$ cat src/design/mefc_pkg.sv
// shared types and constants for the motion event frame capture block
// no dependencies
package mefc_pkg;

    // stored timestamp width
    localparam int TIME_W = 63;

    // commands from controller to datapath
    typedef struct packed {
        logic accept;   // input request taken this cycle, apply run update
        logic start;    // load read cursors from the finished run
        logic issue;    // issue one store read toward the output
    } t_dp_cmd;

    // status from datapath to controller
    typedef struct packed {
        logic emit_due;   // a run is open and the offered frame is quiet
        logic can_issue;  // read stage free or moving on this cycle
        logic last_issue; // one read left for this event
    } t_dp_stat;

endpackage

$ cat src/design/mefc_ram.sv
// generic single write port, single read port ram with registered read
// no dependencies
module mefc_ram #(
    parameter int WIDTH = 8,
    parameter int DEPTH = 8
) (
    input  logic                                  i_clk,
    input  logic                                  i_we,
    input  logic [(DEPTH > 1 ? $clog2(DEPTH) : 1)-1:0] i_waddr,
    input  logic [WIDTH-1:0]                      i_wdata,
    input  logic                                  i_re,
    input  logic [(DEPTH > 1 ? $clog2(DEPTH) : 1)-1:0] i_raddr,
    output logic [WIDTH-1:0]                      o_rdata
);

    logic [WIDTH-1:0] r_mem [DEPTH];
    logic [WIDTH-1:0] r_rdata;

    always_ff @(posedge i_clk) begin
        if (i_we) begin
            r_mem[i_waddr] <= i_wdata;
        end
        if (i_re) begin
            r_rdata <= r_mem[i_raddr];
        end
    end

    assign o_rdata = r_rdata;

endmodule

$ cat src/design/mefc_ctrl.sv
// controller state machine for the motion event frame capture block
// depends on mefc_pkg
module mefc_ctrl (
    input  logic              i_clk,
    input  logic              i_rst_n,
    input  logic              i_valid,
    output logic              o_stall,
    output mefc_pkg::t_dp_cmd o_cmd,
    input  mefc_pkg::t_dp_stat i_stat
);

    typedef enum logic {
        IDLE,
        EMIT
    } t_state;

    t_state r_state;
    logic   r_busy;
    logic   accept;

    assign accept = i_valid && !r_busy;

    always_comb begin
        o_cmd        = '0;
        o_cmd.accept = accept;
        o_cmd.start  = accept && i_stat.emit_due;
        o_cmd.issue  = (r_state == EMIT) && i_stat.can_issue;
    end

    always_ff @(posedge i_clk) begin
        if (!i_rst_n) begin
            r_state <= IDLE;
            r_busy  <= 1'b0;
        end else begin
            case (r_state)
                IDLE: begin
                    if (accept && i_stat.emit_due) begin
                        r_state <= EMIT;
                        r_busy  <= 1'b1;
                    end
                end
                EMIT: begin
                    if (i_stat.can_issue && i_stat.last_issue) begin
                        r_state <= IDLE;
                        r_busy  <= 1'b0;
                    end
                end
                default: begin
                    r_state <= IDLE;
                    r_busy  <= 1'b0;
                end
            endcase
        end
    end

    assign o_stall = r_busy;

endmodule

$ cat src/design/mefc_dp.sv
// datapath: run counters, start store, recent-frame ring and output pipeline
// depends on mefc_pkg and mefc_ram
module mefc_dp #(
    parameter int FIRST_DEPTH = 8,
    parameter int LAST_DEPTH  = 8
) (
    input  logic                        i_clk,
    input  logic                        i_rst_n,
    input  logic                        i_motion_seen,
    input  logic [mefc_pkg::TIME_W-1:0] i_frame_time,
    input  mefc_pkg::t_dp_cmd           i_cmd,
    output mefc_pkg::t_dp_stat          o_stat,
    input  logic                        i_stall,
    output logic                        o_valid,
    output logic [mefc_pkg::TIME_W-1:0] o_clip_time,
    output logic                        o_from_tail,
    output logic                        o_last_of_clip
);

    localparam int HAW = (FIRST_DEPTH > 1) ? $clog2(FIRST_DEPTH) : 1;
    localparam int HCW = $clog2(FIRST_DEPTH + 1);
    localparam int TAW = (LAST_DEPTH > 1) ? $clog2(LAST_DEPTH) : 1;
    localparam int TCW = $clog2(LAST_DEPTH + 1);
    localparam int LW  = $clog2(FIRST_DEPTH + LAST_DEPTH + 1);

    // run state
    logic           r_in_motion;
    logic [HCW-1:0] r_head_fill;
    logic [TAW-1:0] r_wr_pos;
    logic [TCW-1:0] r_run_len;

    // read cursors
    logic [HAW-1:0] r_hidx;
    logic [HCW-1:0] r_hleft;
    logic [TAW-1:0] r_tptr;
    logic [LW-1:0]  r_left;

    // read stage and output register
    logic                        r_s1_vld;
    logic                        r_s1_tail;
    logic                        r_s1_last;
    logic                        r_out_vld;
    logic [mefc_pkg::TIME_W-1:0] r_out_time;
    logic                        r_out_tail;
    logic                        r_out_last;

    logic                        head_we;
    logic                        tail_we;
    logic                        head_sel;
    logic                        head_re;
    logic                        tail_re;
    logic                        adv1;
    logic [mefc_pkg::TIME_W-1:0] head_rdata;
    logic [mefc_pkg::TIME_W-1:0] tail_rdata;
    logic [TAW-1:0]              n_tptr_start;

    assign head_we  = i_cmd.accept && i_motion_seen && (r_head_fill < HCW'(FIRST_DEPTH));
    assign tail_we  = i_cmd.accept && i_motion_seen;
    assign head_sel = (r_hleft != '0);
    assign head_re  = i_cmd.issue && head_sel;
    assign tail_re  = i_cmd.issue && !head_sel;
    assign adv1     = r_s1_vld && (!r_out_vld || !i_stall);

    assign n_tptr_start = (r_wr_pos == '0) ? TAW'(LAST_DEPTH - 1) : r_wr_pos - 1'b1;

    assign o_stat.emit_due   = r_in_motion && !i_motion_seen;
    assign o_stat.can_issue  = !r_s1_vld || adv1;
    assign o_stat.last_issue = (r_left == LW'(1));

    mefc_ram #(
        .WIDTH(mefc_pkg::TIME_W),
        .DEPTH(FIRST_DEPTH)
    ) u_head_ram (
        .i_clk  (i_clk),
        .i_we   (head_we),
        .i_waddr(r_head_fill[HAW-1:0]),
        .i_wdata(i_frame_time),
        .i_re   (head_re),
        .i_raddr(r_hidx),
        .o_rdata(head_rdata)
    );

    mefc_ram #(
        .WIDTH(mefc_pkg::TIME_W),
        .DEPTH(LAST_DEPTH)
    ) u_tail_ram (
        .i_clk  (i_clk),
        .i_we   (tail_we),
        .i_waddr(r_wr_pos),
        .i_wdata(i_frame_time),
        .i_re   (tail_re),
        .i_raddr(r_tptr),
        .o_rdata(tail_rdata)
    );

    always_ff @(posedge i_clk) begin
        if (!i_rst_n) begin
            r_in_motion <= 1'b0;
            r_head_fill <= '0;
            r_wr_pos    <= '0;
            r_run_len   <= '0;
            r_left      <= '0;
            r_hleft     <= '0;
            r_s1_vld    <= 1'b0;
            r_out_vld   <= 1'b0;
        end else begin
            // run bookkeeping
            if (i_cmd.accept) begin
                if (i_motion_seen) begin
                    r_in_motion <= 1'b1;
                    if (r_head_fill < HCW'(FIRST_DEPTH)) begin
                        r_head_fill <= r_head_fill + 1'b1;
                    end
                    if (r_wr_pos == TAW'(LAST_DEPTH - 1)) begin
                        r_wr_pos <= '0;
                    end else begin
                        r_wr_pos <= r_wr_pos + 1'b1;
                    end
                    if (r_run_len < TCW'(LAST_DEPTH)) begin
                        r_run_len <= r_run_len + 1'b1;
                    end
                end else begin
                    r_in_motion <= 1'b0;
                    r_head_fill <= '0;
                    r_run_len   <= '0;
                end
            end

            // read cursors: head entries oldest first, then ring newest first
            if (i_cmd.start) begin
                r_hleft <= r_head_fill;
                r_left  <= LW'(r_head_fill) + LW'(r_run_len);
            end else if (i_cmd.issue) begin
                r_left <= r_left - 1'b1;
                if (head_sel) begin
                    r_hleft <= r_hleft - 1'b1;
                end
            end

            // read stage
            if (i_cmd.issue) begin
                r_s1_vld <= 1'b1;
            end else if (adv1) begin
                r_s1_vld <= 1'b0;
            end

            // output register
            if (adv1) begin
                r_out_vld <= 1'b1;
            end else if (!i_stall) begin
                r_out_vld <= 1'b0;
            end
        end
    end

    always_ff @(posedge i_clk) begin
        if (i_cmd.start) begin
            r_hidx <= '0;
            r_tptr <= n_tptr_start;
        end else if (i_cmd.issue) begin
            if (head_sel) begin
                r_hidx <= r_hidx + 1'b1;
            end else if (r_tptr == '0) begin
                r_tptr <= TAW'(LAST_DEPTH - 1);
            end else begin
                r_tptr <= r_tptr - 1'b1;
            end
        end
        if (i_cmd.issue) begin
            r_s1_tail <= !head_sel;
            r_s1_last <= (r_left == LW'(1));
        end
        if (adv1) begin
            r_out_time <= r_s1_tail ? tail_rdata : head_rdata;
            r_out_tail <= r_s1_tail;
            r_out_last <= r_s1_last;
        end
    end

    assign o_valid        = r_out_vld;
    assign o_clip_time    = r_out_time;
    assign o_from_tail    = r_out_tail;
    assign o_last_of_clip = r_out_last;

endmodule

$ cat src/design/motion_event_frame_capture.sv
// a frame that ends a run sends the controller to EMIT, which raises o_stall and issues store
// reads through a registered read stage into the output register; throughput: one frame per
// cycle while o_stall is low, one store read per cycle unless i_stall holds the output
// reset: i_rst_n, synchronous active low, closes any run and empties the output pipeline;
// store contents are left alone and are only read after being written in the same run
// top level: controller, datapath with start store and recent-frame ring
module motion_event_frame_capture #(
    parameter int FIRST_DEPTH = 8,
    parameter int LAST_DEPTH  = 8
) (
    input  logic                        i_clk,
    input  logic                        i_rst_n,
    // frame requests
    input  logic                        i_valid,
    output logic                        o_stall,
    input  logic                        i_motion_seen,
    input  logic [mefc_pkg::TIME_W-1:0] i_frame_time,
    // clip timestamp requests
    output logic                        o_valid,
    input  logic                        i_stall,
    output logic [mefc_pkg::TIME_W-1:0] o_clip_time,
    output logic                        o_from_tail,
    output logic                        o_last_of_clip
);

    mefc_pkg::t_dp_cmd  dp_cmd;
    mefc_pkg::t_dp_stat dp_stat;

    // controller: takes frame requests, sequences store reads on a run end
    mefc_ctrl u_ctrl (
        .i_clk  (i_clk),
        .i_rst_n(i_rst_n),
        .i_valid(i_valid),
        .o_stall(o_stall),
        .o_cmd  (dp_cmd),
        .i_stat (dp_stat)
    );

    // datapath: run counters, both stores, read stage and output register
    mefc_dp #(
        .FIRST_DEPTH(FIRST_DEPTH),
        .LAST_DEPTH (LAST_DEPTH)
    ) u_dp (
        .i_clk         (i_clk),
        .i_rst_n       (i_rst_n),
        .i_motion_seen (i_motion_seen),
        .i_frame_time  (i_frame_time),
        .i_cmd         (dp_cmd),
        .o_stat        (dp_stat),
        .i_stall       (i_stall),
        .o_valid       (o_valid),
        .o_clip_time   (o_clip_time),
        .o_from_tail   (o_from_tail),
        .o_last_of_clip(o_last_of_clip)
    );

endmodule

$ cat config.mk
export PLATFORM = sky130hd
export DESIGN_NAME = motion_event_frame_capture
export DESIGN_NICKNAME = d
export VERILOG_FILES = /design/src/design/mefc_pkg.sv /design/src/design/mefc_ram.sv /design/src/design/mefc_ctrl.sv /design/src/design/mefc_dp.sv /design/src/design/motion_event_frame_capture.sv
export SDC_FILE = /design/constraint.sdc
export NUM_CORES = 1
export LEC_CHECK = 0
export BUFFER_PORTS_ARGS = -buffer_cell sky130_fd_sc_hd__buf_4
export CAP_MARGIN = 20
export CORE_MARGIN = 5
export CORE_UTILIZATION = 55
export CTS_BUF_LIST = sky130_fd_sc_hd__clkbuf_16
export CTS_CLUSTER_DIAMETER = 40
export DETAILED_ROUTE_END_ITERATION = 8
export PLACE_DENSITY = 0.8
export SYNTH_ARGS = -nofsm -noshare
export SYNTH_HDL_FRONTEND = slang
export SYNTH_SLANG_ARGS = --single-unit
$ cat constraint.sdc
create_clock -name i_clk -period 12.54 [get_ports i_clk]
set_clock_uncertainty 0.2 [all_clocks]
set_input_delay 1.881 -clock i_clk [delete_from_list [all_inputs] [get_ports i_clk]]
set_output_delay 1.881 -clock i_clk [all_outputs]
set_load 0.02 [all_outputs]
==> summary.md <==
| Metric | Value |
|---|---|
| Status | complete, no violations |
| Critical path endpoint category | flop |
| CTS Sinks | about 1200 |
| Row count | 106 |
| Net Count, Synth | 2036 |
| Area growth from synthesis to layout | 14.6% |
| Via count | 20800 |
| Initial core utilization | 0.553 |
| Worst Hold Class | reg2reg |
| Core area | between 80000 and 90000 um2 |
| TritonCTS clock tree | built |
| Post-layout net count | 2253 |
| # DRC | 0 |
| Detailed Routing Iterations Pass 1 | 5 |
| Worst-Margin Slew | 1.17 ns |
| Clk_lat worst skew | 0.71 ns |
| HP Start | u_dp.r_s1_last |
| Slowest cell on crit path | buf_4 |
| Port Buffers | 134 |
| Post-DP HPWL | 46.2 mm |
| Synthesis-stage register bit count | 1232 |
| Worst path arrival time | 4.14 ns |
| P_sw | 1.87 mW |
| WS Path Type | in2reg |
| Finished Layout Cells | 3359 |
| Total gr overflow | 0 |
| Layout Utilization | 0.634 |
| All-Layer GR Usage | 0.217 |
| Final setup fails | 0 |
| Sw Ratio | 0.209 |
| Slew Viols, Final | 0 |
| CTS Hold Buffers Added | 0 |
| Synth Area in Adders | 0.00477 |
| FMAX | 248 MHz |
| Pint | 7.06 mW |
| Max-cap violation count | 0 |
| Via density | 6.20 |
| Share of layout cells above drive strength 1 | 0.367 |
| RSZ-0062 raised after global routing | false |
| WL/cell | 28.7 um |
| Logic pwr share | 0.048 |
| Clock buffer depth | 3 |
| Worst setup path startpoint | i_motion_seen |
| Compound-Gate Fraction of Synth Area | 0.00613 |
| WP data required | 12.65 ns |
| Clock power frac | 0.436 |
| Clk slew on worst S/H paths | ~0.060 ns |
| CP startpoint kind | input port |
| Most frequent cell after synthesis | edfxtp_1 |
| Netlist cell types | 46 |
| Final period util | 0.321 |
| Inst Count DP | 3108 |
| Final Worst Setup Slack | 8.51 ns |
| Root buf cell | clkbuf_16 |
| Ports | about 140 |
| Ys Warns | 0 |
| Lkg Pwr | 16.8 nW |
| Initial antenna violation count | 2 |
| Simple-gate share of the synthesized area | 0.0104 |
| H-tree levels | 4 |
| Yosys top cell area share | 0.784 |
| Most instantiated cells after synthesis | edfxtp_1, mux4_2, mux2_2 |
| Gpl congestion | 0.782 |
| Maximum fanout along the worst path | 63 |
| First-pass GRT wire length | about 140 mm |
| CP dominant cell by count | buf_4 |
| CP max stage delay | 0.88 ns |
| Dominant cell type by area after synthesis | edfxtp_1 |
| Routed Antenna Nets | 0 |
| Post-Synth XOR/XNOR Area | 0.00152 |
| Routed WL | around 96 mm |
| Max_slew headroom | 0.221 |
| Die width | 300 um |
| Largest net degree at the start of global routing | 71 |
| Post-CTS Resized | 0 |
| Async S/R FF share, synth | 0 |
| Setup Slack @ Placement | 7.84 ns |
| Mux cell area share after synthesis | 0.170 |
| Sequential power share | 0.516 |
| Synth top area cells | edfxtp_1, mux4_2, mux2_2 |
| Max IR drop VDD | about 0.15 mV |
| Post-synth EDFFs | 1204 |
| Post-CTS Setup Repair Bufs | 0 |
| TritonCTS buffer count | 136 |
| Cells after Synth | 1951 |
| Setup TNS | 0 ns |
| Final hold slack | approximately 0.22 ns |
| DIE AREA | 89700 um2 |
| Mapped Avg Cell Area | 23.6 um2 |
| Dominant synthesized flop cell | edfxtp_1 |
| Final hold viol count | 0 |
| Vias in the first global route | 22500 |
| Die H | 300 um |
| DRT iter0 DRCs | 2115 |
| Cell breakdown of the critical path | buf_4 > nand3b_1 > or3_1 > nor2_4 > buf_4 |
| Largest family of logic cells by synthesized area | multiplexers |
| Power Dens Cells | about 170 nW/um2 |
| Period minus WS final | 4.03 ns |
| Mapped Area | 46100 um2 |
| Post-synthesis sequential area ratio | 0.796 |
| Worst flop-to-flop path startpoint | u_dp.r_hidx[0] |
-- worst max-delay path: cells and delay by family --
family	cells	cell delay [ns]
buffers and inverters	2	1.04
AND/OR/NAND/NOR	3	1.16
-- through the flow --
stage,cell area [um2],power [mW]
global placement,48400,5.08
global route,52900,9.22
CTS,52800,8.99
floorplan,46100,4.99
detailed placement,48400,5.11
finish,52900,8.93
-- layout by cell type, fill, tap and decap left out, types with 7 or more instances in the layout --
cell and n:
edfxtp_1 1204, mux4_2 252, mux2_2 189, buf_4 166
clkbuf_16 141, inv_1 41, dfxtp_1 25, clkinv_1 22
a21oi_1 19, nand2_1 17, ha_1 16, nor2_1 15
o21ai_0 14, inv_6 13, clkinv_2 13, clkinvlp_4 11
nor2_4 10, bufinv_16 10, nor3_1 9, nand3_1 8
nand2b_1 7
-- kinds of logic after synthesis --
kind of cell	Yosys count
xor gates and xnor gates	8
DFF	1232
AOI/OAI and AO/OA	49
muxes	443
adders and majority gates	17
and+or+nand+nor	95
buffers and inverters	107
-- power by group through the flow --
stage | Combinational, mW | Sequential, mW | Clock (mW)
5_1_grt | 0.459 | 4.61 | 4.15
4_1_cts | 0.428 | 4.61 | 3.95
3_5_place_dp | 0.412 | 4.69 | 0
6_report | 0.426 | 4.61 | 3.89
2_1_floorplan | 0.312 | 4.68 | 0
3_3_place_gp | 0.392 | 4.69 | 0
-- metal layers --
metal / global-route usage / vias to the layer above / routed length [um]
li1: - / 8646 / -
met1: 0.277 / 11200 / 36300
met2: 0.386 / 880 / 52400
met3: 0.0377 / 160 / 5510
met4: 0.0637 / 2 / 2110
met5: 0 / - / 7
-- registers in the layout, indices dropped and copies added, names as in the netlist, 3 cells and up --
register and cells:
u_dp.r_hleft 4, u_dp.u_head_ram.o_rdata 63, u_dp.u_tail_ram.r_mem 504, u_dp.r_left 5, u_dp.o_clip_time 63, u_dp.r_run_len 4, u_dp.r_hidx 3, u_dp.r_head_fill 4
u_dp.r_tptr 3, u_dp.u_tail_ram.o_rdata 63, u_dp.u_head_ram.r_mem 504, u_dp.r_wr_pos 3
-- cell type report --
type	instances	area (um2)
flip-flops and latches	1232	36700
fillers	5151	30500
multi-input cells	612	9000
clock buffers	141	3530
well taps	1080	1350
repair buffers	168	1290
clock inverters	106	901
inverters	18	70.1
diodes	2	5.00
-- final timing paths --
path	to	slack [ns]	depth (start not counted)
worst min-delay path	u_dp.o_last_of_clip	0.22	0
worst max-delay path	u_dp.u_head_ram.r_mem[2][38]	8.51	5
worst max register to register	u_dp.u_head_ram.o_rdata[31]	8.69	5
worst min register to register	u_dp.o_last_of_clip	0.22	0
Power figures use the tool's default switching activity.
